===== config.mk =====
export PLATFORM = sky130hd
export DESIGN_NAME = thumb16_instruction_decoder_core
export DESIGN_NICKNAME = d
export VERILOG_FILES = /design/src/t16dec_pkg.sv /design/src/t16dec_decode.sv /design/src/thumb16_instruction_decoder_core.sv
export SDC_FILE = /design/constraint.sdc
export NUM_CORES = 1
export LEC_CHECK = 0
export BUFFER_PORTS_ARGS = -buffer_cell sky130_fd_sc_hd__buf_4
export CORE_MARGIN = 3
export CORE_UTILIZATION = 27
export CTS_BUF_LIST = sky130_fd_sc_hd__clkbuf_4 sky130_fd_sc_hd__clkbuf_8
export DETAILED_ROUTE_END_ITERATION = 8
export GPL_TIMING_DRIVEN = 0
export PLACE_DENSITY = 0.55
export REMOVE_ABC_BUFFERS = 1
export SLEW_MARGIN = 20
export SYNTH_ARGS = -nofsm -noshare
export SYNTH_HDL_FRONTEND = slang
export SYNTH_SLANG_ARGS = --single-unit

===== constraint.sdc =====
create_clock -name clock -period 7.3 [get_ports clock]
set_clock_uncertainty 0.1 [all_clocks]
set_input_delay 0 -clock clock [delete_from_list [all_inputs] [get_ports clock]]
set_output_delay 0 -clock clock [all_outputs]
set_load 0.02 [all_outputs]

===== src/t16dec_pkg.sv =====
package t16dec_pkg;

   // Default address width; targets wrap at this width
   localparam int ADDR_WIDTH_DEF = 32;

   localparam int INSTR_W = 16;
   localparam int ADDR_W  = 32;
   localparam int IMM_W   = 32;

   typedef logic [5:0] class_type;

   // Instruction classes (a base is the first of a group)
   localparam class_type CLS_SHIFT_BASE    = 6'd0;
   localparam class_type CLS_ADDSUB_REG    = 6'd3;
   localparam class_type CLS_ADDSUB_IMM3   = 6'd5;
   localparam class_type CLS_IMM8_BASE     = 6'd7;
   localparam class_type CLS_ALU_BASE      = 6'd11;
   localparam class_type CLS_ALU_LAST      = 6'd26;
   localparam class_type CLS_HIREG_BASE    = 6'd27;
   localparam class_type CLS_HIREG_LAST    = 6'd30;
   localparam class_type CLS_PC_LOAD       = 6'd31;
   localparam class_type CLS_REG_LS_BASE   = 6'd32;
   localparam class_type CLS_REG_LS_LAST   = 6'd39;
   localparam class_type CLS_WORD_LS_LAST  = 6'd41;
   localparam class_type CLS_IMM5_LS_BASE  = 6'd40;
   localparam class_type CLS_HALF_LS_BASE  = 6'd44;
   localparam class_type CLS_HALF_LS_LAST  = 6'd45;
   localparam class_type CLS_SP_LS_BASE    = 6'd46;
   localparam class_type CLS_SP_LS_LAST    = 6'd47;
   localparam class_type CLS_ADD_PC        = 6'd48;
   localparam class_type CLS_ADD_SP        = 6'd49;
   localparam class_type CLS_SP_ADJ_BASE   = 6'd50;
   localparam class_type CLS_SP_ADJ_LAST   = 6'd51;
   localparam class_type CLS_PUSH_POP_BASE = 6'd52;
   localparam class_type CLS_PUSH_POP_LAST = 6'd53;
   localparam class_type CLS_LDM_STM_BASE  = 6'd54;
   localparam class_type CLS_LDM_STM_LAST  = 6'd55;
   localparam class_type CLS_SWI           = 6'd56;
   localparam class_type CLS_BCOND         = 6'd57;
   localparam class_type CLS_B             = 6'd58;
   localparam class_type CLS_BL_PREFIX     = 6'd59;
   localparam class_type CLS_BL_SUFFIX     = 6'd60;
   localparam class_type CLS_UNKNOWN       = 6'd61;

   // Register numbers with a fixed role
   localparam logic [3:0] REG_SP = 4'd13;
   localparam logic [3:0] REG_PC = 4'd15;

   // Return encodings of the hi-register group
   localparam logic [15:0] RET_MOV_PC_LR_A = 16'h46b7;
   localparam logic [15:0] RET_MOV_PC_LR_B = 16'h46f7;
   localparam logic [15:0] RET_BX_R6       = 16'h4730;
   localparam logic [15:0] RET_BX_LR       = 16'h4770;

   typedef struct packed {
      logic [INSTR_W-1:0] instr;
      logic [ADDR_W-1:0]  addr;
   } req_type;

   typedef struct packed {
      class_type         op_class;
      logic [3:0]        dest_reg;
      logic [3:0]        src_reg;
      logic [2:0]        second_reg;
      logic [IMM_W-1:0]  immediate;
      logic [3:0]        cond_code;
      logic              is_return;
   } rsp_type;

endpackage


===== src/t16dec_decode.sv =====
module t16dec_decode #(
   parameter int ADDR_WIDTH = t16dec_pkg::ADDR_WIDTH_DEF
) (
   input  t16dec_pkg::req_type  req,
   input  logic [ADDR_WIDTH-1:0] link_base,
   output t16dec_pkg::rsp_type  rsp,
   output logic [ADDR_WIDTH-1:0] link_next,
   output logic                 link_load
);
   import t16dec_pkg::*;

   localparam int XW = (ADDR_WIDTH > IMM_W) ? ADDR_WIDTH : IMM_W;

   logic [15:0]            w;
   logic [XW-1:0]          addr_x;
   logic [ADDR_WIDTH-1:0]  pc;
   class_type              cls;
   logic signed [23:0]     off_s;
   logic [ADDR_WIDTH-1:0]  add_a;
   logic [ADDR_WIDTH-1:0]  add_c;
   logic [ADDR_WIDTH-1:0]  target;
   logic [XW-1:0]          target_x;
   logic [10:0]            pc_load_imm;
   logic [2:0]             lo3;
   logic [2:0]             mid3;

   assign w      = req.instr;
   assign addr_x = XW'(req.addr);
   assign pc     = addr_x[ADDR_WIDTH-1:0];
   assign lo3    = w[2:0];
   assign mid3   = w[5:3];

   // Classify by the top three bits, then by the sub-opcode fields
   always_comb begin
      case (w[15:13])
         3'd0: begin
            if (w[12:11] != 2'd3) begin
               cls = CLS_SHIFT_BASE + class_type'(w[12:11]);
            end else if (w[10]) begin
               cls = CLS_ADDSUB_IMM3 + class_type'(w[9]);
            end else begin
               cls = CLS_ADDSUB_REG + class_type'(w[9]);
            end
         end
         3'd1: cls = CLS_IMM8_BASE + class_type'(w[12:11]);
         3'd2: begin
            case (w[12:10])
               3'd0:         cls = CLS_ALU_BASE + class_type'(w[9:6]);
               3'd1:         cls = CLS_HIREG_BASE + class_type'(w[9:8]);
               3'd2, 3'd3:   cls = CLS_PC_LOAD;
               default:      cls = CLS_REG_LS_BASE + class_type'(w[11:9]);
            endcase
         end
         3'd3: cls = CLS_IMM5_LS_BASE + class_type'(w[12:11]);
         3'd4: begin
            if (w[12]) begin
               cls = CLS_SP_LS_BASE + class_type'(w[11]);
            end else begin
               cls = CLS_HALF_LS_BASE + class_type'(w[11]);
            end
         end
         3'd5: begin
            if (!w[12]) begin
               cls = CLS_ADD_PC + class_type'(w[11]);
            end else if (w[11:8] == 4'd0) begin
               cls = CLS_SP_ADJ_BASE + class_type'(w[7]);
            end else begin
               cls = CLS_PUSH_POP_BASE + class_type'(w[11]);
            end
         end
         3'd6: begin
            if (!w[12]) begin
               cls = CLS_LDM_STM_BASE + class_type'(w[11]);
            end else if (w[11:8] == 4'hf) begin
               cls = CLS_SWI;
            end else begin
               cls = CLS_BCOND;
            end
         end
         default: begin
            case (w[12:11])
               2'd0:    cls = CLS_B;
               2'd1:    cls = CLS_UNKNOWN;
               2'd2:    cls = CLS_BL_PREFIX;
               default: cls = CLS_BL_SUFFIX;
            endcase
         end
      endcase
   end

   // Branch offset, already scaled, for the shared target adder
   always_comb begin
      case (cls)
         CLS_BCOND:     off_s = {{15{w[7]}}, w[7:0], 1'b0};
         CLS_B:         off_s = {{12{w[10]}}, w[10:0], 1'b0};
         CLS_BL_PREFIX: off_s = {w[10], w[10:0], 12'd0};
         default:       off_s = {12'd0, w[10:0], 1'b0};
      endcase
   end

   // One adder: pc + offset + 4, or link base + offset for the BL suffix
   assign add_a    = (cls == CLS_BL_SUFFIX) ? link_base : pc;
   assign add_c    = (cls == CLS_BL_SUFFIX) ? '0 : ADDR_WIDTH'(4);
   assign target   = add_a + ADDR_WIDTH'(off_s) + add_c;
   assign target_x = XW'(target);

   // Literal pool offset: 4 * (imm8 + 1), less 2 for a halfword-aligned pc
   assign pc_load_imm = {1'b0, w[7:0], 2'b00} + 11'd4 - ((pc[1:0] != 2'd0) ? 11'd2 : 11'd0);

   assign link_next = target;
   assign link_load = (cls == CLS_BL_PREFIX);

   // Extract fields per class; unused fields stay zero
   always_comb begin
      rsp            = '0;
      rsp.op_class   = cls;
      if (cls < CLS_ADDSUB_REG) begin
         rsp.dest_reg  = {1'b0, lo3};
         rsp.src_reg   = {1'b0, mid3};
         rsp.immediate = IMM_W'(w[10:6]);
      end else if (cls < CLS_ADDSUB_IMM3 ||
                   (cls >= CLS_REG_LS_BASE && cls <= CLS_REG_LS_LAST)) begin
         rsp.dest_reg   = {1'b0, lo3};
         rsp.src_reg    = {1'b0, mid3};
         rsp.second_reg = w[8:6];
      end else if (cls < CLS_IMM8_BASE) begin
         rsp.dest_reg  = {1'b0, lo3};
         rsp.src_reg   = {1'b0, mid3};
         rsp.immediate = IMM_W'(w[8:6]);
      end else if (cls < CLS_ALU_BASE) begin
         rsp.dest_reg  = {1'b0, w[10:8]};
         rsp.immediate = IMM_W'(w[7:0]);
      end else if (cls <= CLS_ALU_LAST) begin
         rsp.dest_reg = {1'b0, lo3};
         rsp.src_reg  = {1'b0, mid3};
      end else if (cls <= CLS_HIREG_LAST) begin
         rsp.dest_reg  = {w[7], lo3};
         rsp.src_reg   = {w[6], mid3};
         rsp.is_return = (w == RET_MOV_PC_LR_A) || (w == RET_MOV_PC_LR_B) ||
                         (w == RET_BX_R6) || (w == RET_BX_LR);
      end else if (cls == CLS_PC_LOAD) begin
         rsp.dest_reg  = {1'b0, w[10:8]};
         rsp.src_reg   = REG_PC;
         rsp.immediate = IMM_W'(pc_load_imm);
      end else if (cls <= CLS_HALF_LS_LAST) begin
         rsp.dest_reg = {1'b0, lo3};
         rsp.src_reg  = {1'b0, mid3};
         if (cls <= CLS_WORD_LS_LAST) begin
            rsp.immediate = IMM_W'({w[10:6], 2'b00});
         end else if (cls >= CLS_HALF_LS_BASE) begin
            rsp.immediate = IMM_W'({w[10:6], 1'b0});
         end else begin
            rsp.immediate = IMM_W'(w[10:6]);
         end
      end else if (cls <= CLS_SP_LS_LAST) begin
         rsp.dest_reg  = {1'b0, w[10:8]};
         rsp.src_reg   = REG_SP;
         rsp.immediate = IMM_W'({w[7:0], 2'b00});
      end else if (cls == CLS_ADD_PC) begin
         rsp.dest_reg  = {1'b0, w[10:8]};
         rsp.src_reg   = REG_PC;
         rsp.immediate = IMM_W'({1'b0, w[7:0], 2'b00}) + IMM_W'(4);
      end else if (cls == CLS_ADD_SP) begin
         rsp.dest_reg  = {1'b0, w[10:8]};
         rsp.src_reg   = REG_SP;
         rsp.immediate = IMM_W'({w[7:0], 2'b00});
      end else if (cls <= CLS_SP_ADJ_LAST) begin
         rsp.dest_reg  = REG_SP;
         rsp.src_reg   = REG_SP;
         rsp.immediate = IMM_W'({w[6:0], 2'b00});
      end else if (cls <= CLS_PUSH_POP_LAST) begin
         rsp.dest_reg  = REG_SP;
         rsp.immediate = IMM_W'(w[7:0]);
      end else if (cls <= CLS_LDM_STM_LAST) begin
         rsp.dest_reg  = {1'b0, w[10:8]};
         rsp.immediate = IMM_W'(w[7:0]);
      end else if (cls == CLS_SWI) begin
         rsp.immediate = IMM_W'(w[7:0]);
      end else if (cls == CLS_BCOND) begin
         rsp.immediate = target_x[IMM_W-1:0];
         rsp.cond_code = w[11:8];
      end else if (cls != CLS_UNKNOWN) begin
         rsp.immediate = target_x[IMM_W-1:0];
      end
   end

endmodule


===== src/thumb16_instruction_decoder_core.sv =====
// Thumb-1 instruction decoder. Each transaction on the req_ channel carries one
// 16-bit instruction word and its byte address; the rsp_ channel returns one
// decoded transaction per request, in order: class (61 for unknown), register
// fields, scaled immediate or branch target, condition and return flag. The
// block accepts one request per clock unless rsp_stall holds a full result
// register; a request passes an input register, one pass of field extraction
// with a single target adder, and a result register. A BL prefix leaves its
// partial target in a register that the next BL suffix adds to; reset clears
// it to zero. Branch targets wrap at ADDR_WIDTH bits, returned cut to 32 bits.
module thumb16_instruction_decoder_core #(
   parameter int ADDR_WIDTH = t16dec_pkg::ADDR_WIDTH_DEF
) (
   input  logic                 clock,
   input  logic                 reset,
   input  logic                 req_valid,
   output logic                 req_stall,
   input  t16dec_pkg::req_type  req_data,
   output logic                 rsp_valid,
   input  logic                 rsp_stall,
   output t16dec_pkg::rsp_type  rsp_data
);
   import t16dec_pkg::*;

   logic                  in_valid_ff, in_valid_in;
   req_type               in_data_ff;
   logic                  out_valid_ff, out_valid_in;
   rsp_type               out_data_ff;
   logic [ADDR_WIDTH-1:0] link_base_ff, link_base_in;

   rsp_type               dec_rsp;
   logic [ADDR_WIDTH-1:0] dec_link_next;
   logic                  dec_link_load;
   logic                  accept;
   logic                  advance;

   // Move the held request into the result register when it is free
   assign advance   = in_valid_ff && (!out_valid_ff || !rsp_stall);
   assign req_stall = in_valid_ff && !advance;
   assign accept    = req_valid && !req_stall;

   assign rsp_valid = out_valid_ff;
   assign rsp_data  = out_data_ff;

   t16dec_decode #(
      .ADDR_WIDTH (ADDR_WIDTH)
   ) u_decode (
      .req       (in_data_ff),
      .link_base (link_base_ff),
      .rsp       (dec_rsp),
      .link_next (dec_link_next),
      .link_load (dec_link_load)
   );

   // Next valid flags for both stages
   always_comb begin
      if (accept) begin
         in_valid_in = 1'b1;
      end else if (advance) begin
         in_valid_in = 1'b0;
      end else begin
         in_valid_in = in_valid_ff;
      end

      if (advance) begin
         out_valid_in = 1'b1;
      end else if (out_valid_ff && !rsp_stall) begin
         out_valid_in = 1'b0;
      end else begin
         out_valid_in = out_valid_ff;
      end
   end

   // Update the BL partial target as the prefix leaves decode
   assign link_base_in = (advance && dec_link_load) ? dec_link_next : link_base_ff;

   // Control state
   always_ff @(posedge clock) begin
      if (reset) begin
         in_valid_ff  <= 1'b0;
         out_valid_ff <= 1'b0;
         link_base_ff <= '0;
      end else begin
         in_valid_ff  <= in_valid_in;
         out_valid_ff <= out_valid_in;
         link_base_ff <= link_base_in;
      end
   end

   // Payload: capture on accept, advance on a free result slot
   always_ff @(posedge clock) begin
      if (accept) begin
         in_data_ff <= req_data;
      end
      if (advance) begin
         out_data_ff <= dec_rsp;
      end
   end

endmodule

# After elaboration in Yosys (flattened, before gate mapping)

Index checks and enable logic that the tools add are counted.

$add $sub $neg: 18
Magnitude comparators: 15
Equal/unequal tests: 26
Mux-type cells: 66
Bitwise operators: 3
Reductions and logical operators: 30

Operators by type and width:

| cell                                                                    | count |
|---|---|
| 32-bit two-way mux                                                      | 12 |
| 24-bit one-hot mux with 3 select lines                                  | 1 |
| 32-bit adder                                                            | 2 |
| 16-bit by 15-bit equality test with 1-bit output, second input constant | 4 |
| 4-bit two-way mux                                                       | 14 |
| 8-bit two-way mux                                                       | 7 |
| 6-bit equality test, second input constant                              | 7 |
| 6-bit <= comparator, second input constant                              | 7 |
| 6-bit two-way mux                                                       | 7 |
| 6-bit one-hot mux with 7 select lines                                   | 1 |
| 5-bit by 2-bit adder with 6-bit output, first input constant            | 5 |
| 7-bit two-way mux                                                       | 4 |
| 10-bit by 3-bit adder with 11-bit output, second input constant         | 2 |
| 5-bit two-way mux                                                       | 4 |
| 6-bit one-hot mux with 3 select lines                                   | 1 |
| 16-bit OR reduction                                                     | 1 |
| 13-bit two-way mux                                                      | 1 |
| 6-bit by 1-bit adder with 6-bit output, first input constant            | 2 |
| 3-bit by 2-bit equality test with 1-bit output, second input constant   | 4 |
| 6-bit >= comparator, second input constant                              | 2 |
| 6-bit by 5-bit <= comparator with 1-bit output, second input constant   | 2 |
| 6-bit by 3-bit < comparator with 1-bit output, second input constant    | 2 |
| 12-bit two-way mux                                                      | 1 |
| 6-bit OR reduction                                                      | 2 |
| 35 further kinds                                                        | 63 |

Bits in registers: 136
Input port bits: 52
Output and inout port bits: 56

# Logic depth before layout (Yosys ltp)

Gate-level depths: netlist of the first run.

Word-level depth: 25
Depth in mapped cells: 27

# Cells and area by module

Synthesis of the first run repeated with hierarchy kept, for this count alone.

Cells, all modules: 985
Area, all modules: 9510.4 um^2

Modules (own cells, without submodules):

| module                           | times used | cells an instance | area an instance (um^2) | seq. area each (um^2) |
|---|---|---|---|---|
| t16dec_decode                    | 1          | 728               | 4982.3                  | 0.0 |
| thumb16_instruction_decoder_core | 1          | 257               | 4528.1                  | 3743.6 |

# Least setup slack after synthesis of the first run

Ideal clock, no wire load.

Path kind: register -> register
From: register in_data_ff[39] (netlist bit)
To: register out_data_ff, in the netlist rsp_data[21], data pin
Setup time: 0.271 ns
Arrival: 5.918 ns
Required time: 6.929 ns
Path slack: 1.011 ns
Cell stages (with the launch flop): 27
Path buffers: 3
Cells stage by stage: edfxtp_1 clkbuf_1 clkinv_1 ha_1 nand2b_1 a21oi_1 o32a_1 and2_1 buf_2 inv_2 nor4_4 clkbuf_1 mux2i_1 fa_1 inv_1 ha_1 inv_1 fa_1 nor2b_1 o21a_1 o21ai_0 a311o_1 a21boi_0 o21ai_0 nor3b_1 a2111oi_0 nor2_1

Cells in the longest elaborated chain, start to end: 18

RTL lines:

| element                                                                             | RTL line                                  | RTL |
|---|---|---|
| start, declared                                                                     | thumb16_instruction_decoder_core.sv:25    | `req_type in_data_ff;` |
| start signal, assigned                                                              | thumb16_instruction_decoder_core.sv:92    | `in_data_ff <= req_data;` |
| 5-bit by 2-bit adder with 6-bit output                                              | t16dec_decode.sv:66                       | `cls = CLS_SP_ADJ_BASE + class_type'(w[7]);` |
| 6-bit two-way mux                                                                   | t16dec_decode.sv:65                       | `end else if (w[11:8] == 4'd0) begin` |
| 6-bit two-way mux                                                                   | t16dec_decode.sv:63                       | `if (!w[12]) begin` |
| 6-bit one-hot mux with 7 select lines                                               | t16dec_decode.sv:35                       | `case (w[15:13])` |
| 6-bit equality test, on equally long branches                                       | --                                        |  |
| 24-bit one-hot mux with 3 select lines / 32-bit two-way mux (equally long branches) | t16dec_decode.sv:93, t16dec_decode.sv:102 |  |
| 32-bit adder (2 in a row)                                                           | t16dec_decode.sv:104                      | `assign target = add_a + ADDR_WIDTH'(off_s) + add_c;` |
| 32-bit two-way mux                                                                  | t16dec_decode.sv:182                      | `end else if (cls != CLS_UNKNOWN) begin` |
| 32-bit two-way mux                                                                  | t16dec_decode.sv:179                      | `end else if (cls == CLS_BCOND) begin` |
| 32-bit two-way mux                                                                  | t16dec_decode.sv:177                      | `end else if (cls == CLS_SWI) begin` |
| 32-bit two-way mux                                                                  | t16dec_decode.sv:174                      | `end else if (cls <= CLS_LDM_STM_LAST) begin` |
| 32-bit two-way mux                                                                  | t16dec_decode.sv:171                      | `end else if (cls <= CLS_PUSH_POP_LAST) begin` |
| 32-bit two-way mux                                                                  | t16dec_decode.sv:167                      | `end else if (cls <= CLS_SP_ADJ_LAST) begin` |
| 32-bit two-way mux                                                                  | t16dec_decode.sv:163                      | `end else if (cls == CLS_ADD_SP) begin` |
| 32-bit two-way mux                                                                  | t16dec_decode.sv:159                      | `end else if (cls == CLS_ADD_PC) begin` |
| 32-bit two-way mux                                                                  | t16dec_decode.sv:155                      | `end else if (cls <= CLS_SP_LS_LAST) begin` |
| 32-bit two-way mux                                                                  | t16dec_decode.sv:145                      | `end else if (cls <= CLS_HALF_LS_LAST) begin` |
| end signal, assigned                                                                | thumb16_instruction_decoder_core.sv:95    | `out_data_ff <= dec_rsp;` |
| end, declared                                                                       | thumb16_instruction_decoder_core.sv:27    | `rsp_type out_data_ff;` |

Parallel ways exist; a longest one is shown, timed or not.
A chain may end at the register's enable or synchronous reset.

# Worst setup path in the final report of the first run

From: register in_data_ff[40] (netlist bit)
To: register out_data_ff, in the netlist rsp_data[21], data pin

Cells in the longest elaborated chain, start to end: 18

RTL lines:

| element |
|---|
| branches (longest 18 deep; another with 32-bit adder) |

Parallel ways; which one is timed is not known.

==> impl_results.md, run 1 <==
- Site row count: 67
- Worst hold slack: 0.139 ns
- Count of flip-flops with a built-in enable after synthesis: 102
- Clock network latency to the later pin of the worst-skew pair: 0.47 ns
- Reg2Reg Capture Point: rsp_data[21]
- TritonCTS clock tree: built
- Core region area: 33700 µm²
- Fin. max-slew vios: 0
- Total leakage power: 4.64 nW
- Number of antenna violations at the first check in global routing: 0
- Critical path arrival: 6.82 ns
- Drt wl/cell: 18.6 µm
- Die outline height: 191 µm
- Total Die Area: 36600 µm²
- Portion of netlist area occupied by mux cells: 4.44%
- Element type at the critical path end: register
- Initial core utilization: 27.5%
- Crit share post-route: 92.2%
- Post-synthesis adder-cell area fraction: 12.7%
- Routability congestion estimate: 0.921
- Layout Area Growth over Synthesis: 26.4%
- Number of nets in the layout: 1265
- Most common library cell in the layout ignoring fill and taps: sky130_fd_sc_hd__buf_4
- I/O pin total: 108
- Overflow left after global routing: 0
- Setup repair after global routing missed its margin: no
- Number of cells on the worst reg-to-reg path: 23
- Combinational family with the most area after synthesis: compound AO/OA/AOI/OAI gates
- Post-Synthesis Cells: 960
- Setup slack of the most critical reg-to-reg path: 0.57 ns
- Total standard cell area after synthesis: 9270 µm²
- Share of cells above drive strength 1: 19.8%
- Worst hold path startpoint: req_data[27]
- Share of synthesized flip-flops with an asynchronous set or reset: 0%
- Max Buffers Root-to-Sink: 2
- Number of buffers added on ports: 107
- Total iterations of the first detailed-routing run: 5
- Overall routing resource usage: 16.0%
- Power density over cell area: 178 nW/µm²
- Post-place instance area: 10600 µm²
- Final core utilization: 34.7%
- Synthesized-area fraction occupied by and/or/nand/nor cells: 17.0%
- Via density: 5.08
- Clock period minus worst slack: 6.73 ns
- Half-perimeter wire length of the detailed placement result: 21.1 mm
- Clock-pin transition on the worst setup and hold timing paths: 0.09 ns
- Cell at the root of the clock tree: sky130_fd_sc_hd__clkbuf_8
- Detailed-route wire length: 29.4 mm
- Starting DRT DRC Count: 585
- Total number of clock tree sinks: 136
- Number of H-tree levels: 4
- Sequential element share of the synthesized area: 40.4%
- Endpoint of the worst hold-timing path: in_data_ff[27]
- Primary flip-flop cell chosen by synthesis mapping: sky130_fd_sc_hd__edfxtp_1
- Biggest fanout along the worst timing path: 18
- Crit start category: register
- Detailed-route DRC error count: 0
- Result of the run: finished, final reports clean
- Final setup violation count: 0
- Die Span X: 191 µm
- Depth of the worst hold-timing path: 2
- Average size of a mapped cell: 9.65 µm²
- Number of warnings reported in the yosys synthesis log: 0
- Highest-count cells in the layout ignoring fill and taps: sky130_fd_sc_hd__buf_4 (125), sky130_fd_sc_hd__edfxtp_1 (102), sky130_fd_sc_hd__nor2_1 (95)
- Number of different library cells in the post-synthesis netlist: 82
- Share of the synthesized area in compound gates (AO/OA/AOI/OAI): 18.5%
- Hold crit path type: primary input to register
- Flop and latch count out of synthesis: 136
- Origin of the critical flop-to-flop path: in_data_ff[40]
- Required time worst endpoint: 7.39 ns
- Total power: 0.00209 W
- Type of the worst setup path: register to register
- Post-route ant nets: 0
- Transition time at the pin with the least slew margin: 1.10 ns
- Via total after detailed routing: 8024
- Number of maximum-capacitance violations: 0
- Final count of hold timing violations: 0
- Maximum VDD drop: 0.101 mV
- Antenna cells: 0
- Num CTS Buffers: 17
- Global-route wire length before repair: 45.0 mm
- Pre-CTS worst setup slack: -1.12 ns
- Maximum clock frequency: 149 MHz
- Worst rel slew slack: 26.7%
- Total non-filler cell area in the finished layout: 11700 µm²
- Vias in the first global route: 7774
- Xor/xnor share of the synthesized area: 3.27%
- Pin count of the biggest net entering global routing: 37
- Setup ws final: 0.570 ns
[stage by stage]
step,instances,TNS (ns)
2_1_floorplan,915,-1.86
3_3_place_gp,1470,-175.36
3_5_place_dp,1478,-22.24
4_1_cts,1572,0
5_1_grt,1581,0
6_report,1581,0
[flip-flops by register name, indices dropped and copies added, names as in the netlist]
signal	count
in_data_ff	48
in_valid_ff	1
link_base_ff	32
rsp_data	54
rsp_valid	1
[area by class of cell]
cell class	instances	area [µm²]
fillers	3463	22000
multi-input cells	742	5240
flip-flops and latches	136	3740
repair buffers	186	1640
well taps	448	561
clock buffers	18	241
inverters	37	148
clock inverters	14	136
[metal layers]
layer  vias to the layer above  wire (µm)  GRT usage, %  share of wire [%]
li1                       3897          -             -                  -
met1                      3817      13800          22.3                 47
met2                       274      13400          25.0                 46
met3                        36       1680          2.75                5.7
met4                         0        549          5.42                1.9
met5                         -          0             0                  0
[worst max path at each step]
stage,cells after the start,startpoint,endpoint
floorplan,5,rsp_valid,link_base_ff[14]
global placement,5,in_valid_ff,link_base_ff[17]
detailed placement,23,in_data_ff[39],rsp_data[21]
CTS,24,in_data_ff[40],rsp_data[21]
global route,23,in_data_ff[40],rsp_data[21]
finish,23,in_data_ff[40],rsp_data[21]
[timing repair]
action	in CTS	in global routing
gates resized for setup	5	6
pin swaps	1	0
endpoints found under the hold margin	101	0
endpoints found under the setup margin	46	27
hold buffers	54	0
buffers inserted	8	9
[report_power, final]
group | switching, W | total [W] | leakage, nW | internal [W]
clock | 0.000342 | 0.000622 | 0.180 | 0.000280
sequential | 0.0000301 | 0.000906 | 1.24 | 0.000876
combinational | 0.000336 | 0.000560 | 3.22 | 0.000224
[worst max-delay path: stages, from the launching register on]
cell and delay, ns:
sky130_fd_sc_hd__edfxtp_1 0.58, sky130_fd_sc_hd__clkinvlp_4 0.36, sky130_fd_sc_hd__ha_1 0.38, sky130_fd_sc_hd__nand3b_1 0.07, sky130_fd_sc_hd__a21oi_1 0.18, sky130_fd_sc_hd__o32a_1 0.28
sky130_fd_sc_hd__and2_4 0.33, sky130_fd_sc_hd__inv_2 0.21, sky130_fd_sc_hd__nor4_4 0.46, sky130_fd_sc_hd__mux2i_1 0.33, sky130_fd_sc_hd__fa_1 0.46, sky130_fd_sc_hd__inv_1 0.07
sky130_fd_sc_hd__ha_1 0.19, sky130_fd_sc_hd__inv_1 0.06, sky130_fd_sc_hd__fa_1 0.40, sky130_fd_sc_hd__nor2b_1 0.13, sky130_fd_sc_hd__o21a_1 0.13, sky130_fd_sc_hd__o21ai_0 0.16
sky130_fd_sc_hd__a311o_1 0.45, sky130_fd_sc_hd__a21boi_0 0.27, sky130_fd_sc_hd__o21ai_0 0.16, sky130_fd_sc_hd__nor3b_1 0.18, sky130_fd_sc_hd__a2111oi_2 0.43, sky130_fd_sc_hd__nor2_1 0.09
[kinds of logic after synthesis]
| family | Yosys count |
|---|---|
| buffers and inverters | 82 |
| flip-flops | 136 |
| adder cells (fa/ha/maj) | 93 |
| AO/OA/AOI/OAI | 260 |
| multiplexers | 37 |
| AND/OR/NAND/NOR | 319 |
| XOR/XNOR | 33 |
[synth_stat cells, types with 4 or more instances]
master,count,area (µm²)
sky130_fd_sc_hd__nand2_1,86,323
sky130_fd_sc_hd__a211oi_1,12,90.1
sky130_fd_sc_hd__mux2i_1,4,40.0
sky130_fd_sc_hd__nand2b_1,16,100
sky130_fd_sc_hd__nand3b_1,10,75.1
sky130_fd_sc_hd__and3_1,12,75.1
sky130_fd_sc_hd__xor2_1,12,105
sky130_fd_sc_hd__o21a_1,7,52.6
sky130_fd_sc_hd__dfxtp_1,34,681
sky130_fd_sc_hd__a32oi_1,4,35.0
sky130_fd_sc_hd__mux2_2,32,360
sky130_fd_sc_hd__nor2_1,95,357
sky130_fd_sc_hd__ha_1,91,1140
sky130_fd_sc_hd__nor3_1,18,90.1
sky130_fd_sc_hd__o211ai_1,11,82.6
sky130_fd_sc_hd__nand3_1,27,135
sky130_fd_sc_hd__clkbuf_1,27,101
sky130_fd_sc_hd__buf_2,13,65.1
sky130_fd_sc_hd__xnor2_1,20,175
sky130_fd_sc_hd__inv_1,32,120
sky130_fd_sc_hd__nor2b_1,12,75.1
sky130_fd_sc_hd__a21o_1,15,113
sky130_fd_sc_hd__o31ai_1,7,52.6
sky130_fd_sc_hd__o21bai_1,4,30.0
sky130_fd_sc_hd__o22ai_1,5,31.3
sky130_fd_sc_hd__a31oi_1,10,62.6
sky130_fd_sc_hd__edfxtp_1,102,3060
sky130_fd_sc_hd__a21oi_1,64,320
sky130_fd_sc_hd__and2_1,7,43.8
sky130_fd_sc_hd__nor3b_1,5,37.5
sky130_fd_sc_hd__nor4_1,6,37.5
sky130_fd_sc_hd__nand4_1,7,43.8
sky130_fd_sc_hd__o221ai_1,8,70.1
sky130_fd_sc_hd__o32ai_1,5,43.8
sky130_fd_sc_hd__o21ai_0,65,325
Note: power is estimated with default switching activity, not from simulation.
==> run 2, diff against run 1 <==
- CELL_PAD_IN_SITES_DETAIL_PLACEMENT: unset -> 0
- CELL_PAD_IN_SITES_GLOBAL_PLACEMENT: unset -> 2
- PLACE_DENSITY: 0.55 -> 0.73
==> run 2 against run 1 <==
  * Setup slack got worse by 0.053 ns
  * Clock-buffer cell count is 6 higher
  * Die area did not move
  * Sequential power is essentially flat
  * Non-clock buffer count increased by 10
  * Combinational power is 0.7% higher
  * Utilization increased by 0.23 points
  * Worst hold slack gained 0.0068 ns
  * Design area grew 0.66%
  * Critical endpoint unchanged
  * Highest routed layer unchanged
==> impl_results.md, run 2 (same netlist as run 1, synthesis figures left out) <==
- Die outline height: 191 µm (unchanged)
- Final count of hold timing violations: 0 (unchanged)
- Maximum clock frequency: 147 MHz (-0.78%)
- Total leakage power: 4.71 nW (+1.5%)
- Number of maximum-capacitance violations: 0 (unchanged)
- Die Span X: 191 µm (unchanged)
- Total iterations of the first detailed-routing run: 5 (unchanged)
- Total Die Area: 36600 µm² (unchanged)
- Crit share post-route: 92.9% (+0.73 points)
- Routability congestion estimate: 0.862 (-6.4%)
- Flip-flop count of the largest register, all copies and words added: 54 (unchanged)
- Antenna cells: 0 (unchanged)
- Total number of clock tree sinks: 136 (unchanged)
- Power density over cell area: 176 nW/µm² (-1.5%)
- Half-perimeter wire length of the detailed placement result: 21.5 mm (+2.0%)
- Maximum VDD drop: 0.116 mV (+15%)
- Net switching share of the total power: 32.2% (-1.7 points)
- Slowest cell on crit path: sky130_fd_sc_hd__ha_1
- Largest stage delay on the critical path: 0.46 ns (-0.12 ns)
- Overflow left after global routing: 0 (unchanged)
- Initial core utilization: 27.5% (unchanged)
- Starting DRT DRC Count: 528 (-9.7%)
- Clk network pwr share: 29.1% (-0.7 points)
- Reg2Reg Capture Point: rsp_data[21]
- Via total after detailed routing: 7977 (-0.59%)
- Number of H-tree levels: 4 (unchanged)
- Num CTS Buffers: 17 (unchanged)
- Crit start category: register
- Overall routing resource usage: 16.5% (+0.47 points)
- Share of cells above drive strength 1: 20.5% (+0.70 points)
- Total net switching power: 0.000668 W (-5.7%)
- Number of buffers added on ports: 107 (unchanged)
- Hold crit path type: primary input to register
- Element type at the critical path end: register
- Post-route ant nets: 0 (unchanged)
- Post-place instance area: 10700 µm² (+0.26%)
- Layout Area Growth over Synthesis: 27.2%
- I/O pin total: 108 (unchanged)
- Type of the worst setup path: register to register
- Worst rel slew slack: 25.2% (-1.6 points)
- Via density: 5.01 (-1.2%)
- Gate power share: 27.2% (+0.4 points)
- Critical path arrival: 6.87 ns (+0.05 ns)
- Max Buffers Root-to-Sink: 2 (unchanged)
- Biggest fanout along the worst timing path: 18 (unchanged)
- Part of the total power dissipated in sequential elements: 43.6% (+0.2 points)
- Endpoint of the worst hold-timing path: in_data_ff[33]
- Detailed-route wire length: 30.2 mm (+2.9%)
- Fin. max-slew vios: 0 (unchanged)
- Result of the run: finished, final reports clean
- Pin count of the biggest net entering global routing: 37 (unchanged)
- Global-route wire length before repair: 46.1 mm (+2.3%)
- Origin of the critical flop-to-flop path: in_data_ff[38]
- Required time worst endpoint: 7.39 ns (about the same)
- Clock period minus worst slack: 6.78 ns (+0.0531 ns)
- Number of antenna violations at the first check in global routing: 0 (unchanged)
- Crit path depth: 26 (+13%)
- Number of cells on the worst reg-to-reg path: 26 (+13%)
- Cell at the root of the clock tree: sky130_fd_sc_hd__clkbuf_8
- Drt wl/cell: 19.0 µm (+2.3%)
- Detailed-route DRC error count: 0 (unchanged)
- Most common library cell in the layout ignoring fill and taps: sky130_fd_sc_hd__buf_4
- Transition time at the pin with the least slew margin: 1.12 ns (+0.0234 ns)
- Setup TNS: 0 ns (unchanged)
- Internal power consumption: 0.00140 W (+1.7%)
- Buffers plus inverters on the worst setup path: 7 (+3)
- Vias in the first global route: 7866 (+1.2%)
- Family with the most delay on the worst path: compound AO/OA/AOI/OAI gates
- Number of filler instances in the final layout: 3516 (+1.5%)
- Clock-pin transition on the worst setup and hold timing paths: 0.08 ns (about the same)
- Site row count: 67 (unchanged)
- Setup slack of the most critical reg-to-reg path: 0.52 ns (-0.05 ns)
- Number of nets in the layout: 1275 (+0.79%)
- Clock network latency to the later pin of the worst-skew pair: 0.47 ns (about the same)
- Final setup violation count: 0 (unchanged)
- TritonCTS clock tree: built
- Highest-count cells in the layout ignoring fill and taps: sky130_fd_sc_hd__buf_4 (132), sky130_fd_sc_hd__edfxtp_1 (102), sky130_fd_sc_hd__nor2_1 (95)
- Total non-filler cell area in the finished layout: 11800 µm² (+0.66%)
- Worst hold path startpoint: req_data[33]
- Core region area: 33700 µm² (unchanged)
- Depth of the worst hold-timing path: 2 (unchanged)
==> run 2: changes by cell type in the layout (fill, tap and decap cells not counted), moves of 3 or more <==
cell and change:
sky130_fd_sc_hd__clkinvlp_4 -3, sky130_fd_sc_hd__buf_4 +7, sky130_fd_sc_hd__inv_6 -6, sky130_fd_sc_hd__clkbuf_4 +5, sky130_fd_sc_hd__clkinv_2 +3
==> run 2: area by class of cell <==
class,count,area [µm²],share of cell area [%]
multi-input combinational,742,5230,44.3
clock inverter,8,75.1,0.637
sequential,136,3740,31.8
clock buffer,24,293,2.48
inverter,37,149,1.26
timing repair buffer,196,1740,14.7
tap,448,561,4.76
==> run 2: worst max-delay path by stage <==
stage              startpoint                to  slack, ns
2_1_floorplan       rsp_valid  link_base_ff[14]      -0.12
3_3_place_gp      in_valid_ff  link_base_ff[29]      -4.45
3_5_place_dp   in_data_ff[39]      rsp_data[21]      -1.53
6_report       in_data_ff[38]      rsp_data[21]       0.52
4_1_cts        in_data_ff[42]      rsp_data[21]       0.13
5_1_grt        in_data_ff[42]      rsp_data[21]     -0.002
==> run 2: power groups by stage <==
stage	sequential (W)	combinational [W]	clock (W)
2_1_floorplan	0.000944	0.000305	0
3_3_place_gp	0.000938	0.000500	0
3_5_place_dp	0.000932	0.000512	0
4_1_cts	0.000908	0.000554	0.000630
5_1_grt	0.000908	0.000621	0.000664
6_report	0.000904	0.000564	0.000604
==> run 2: routing by layer <==
layer	share of wire, %	routed length [µm]	global-route usage [%]
met3	5.4	1650	3.26
met1	49	14800	23.7
met2	44	13200	25.1
met5	0	0	0
met4	1.8	550	4.40
==> run 2: metrics by stage <==
stage                     util, %  power, W  cells  hold slack, ns  worst slack, ns
after detailed placement     31.6   0.00144   1480          0.0795            -1.53
after floorplan                 -   0.00125    915         -0.0309           -0.121
final                        35.0   0.00207   1591           0.146            0.516
after global routing         35.0   0.00219   1591           0.113         -0.00245
after CTS                    34.6   0.00209   1577          0.0983            0.134
after global placement       31.0   0.00144   1470          0.0786            -4.45
==> run 2: timing repair <==
| action | CTS | global route |
|---|---|---|
| buffers inserted | 11 | 13 |
| pin swaps | 1 | 1 |
| hold buffers | 54 | 0 |
| gates resized for setup | 6 | 4 |
| endpoints found under the setup margin | 51 | 10 |
| hold endpoints to repair | 104 | 0 |
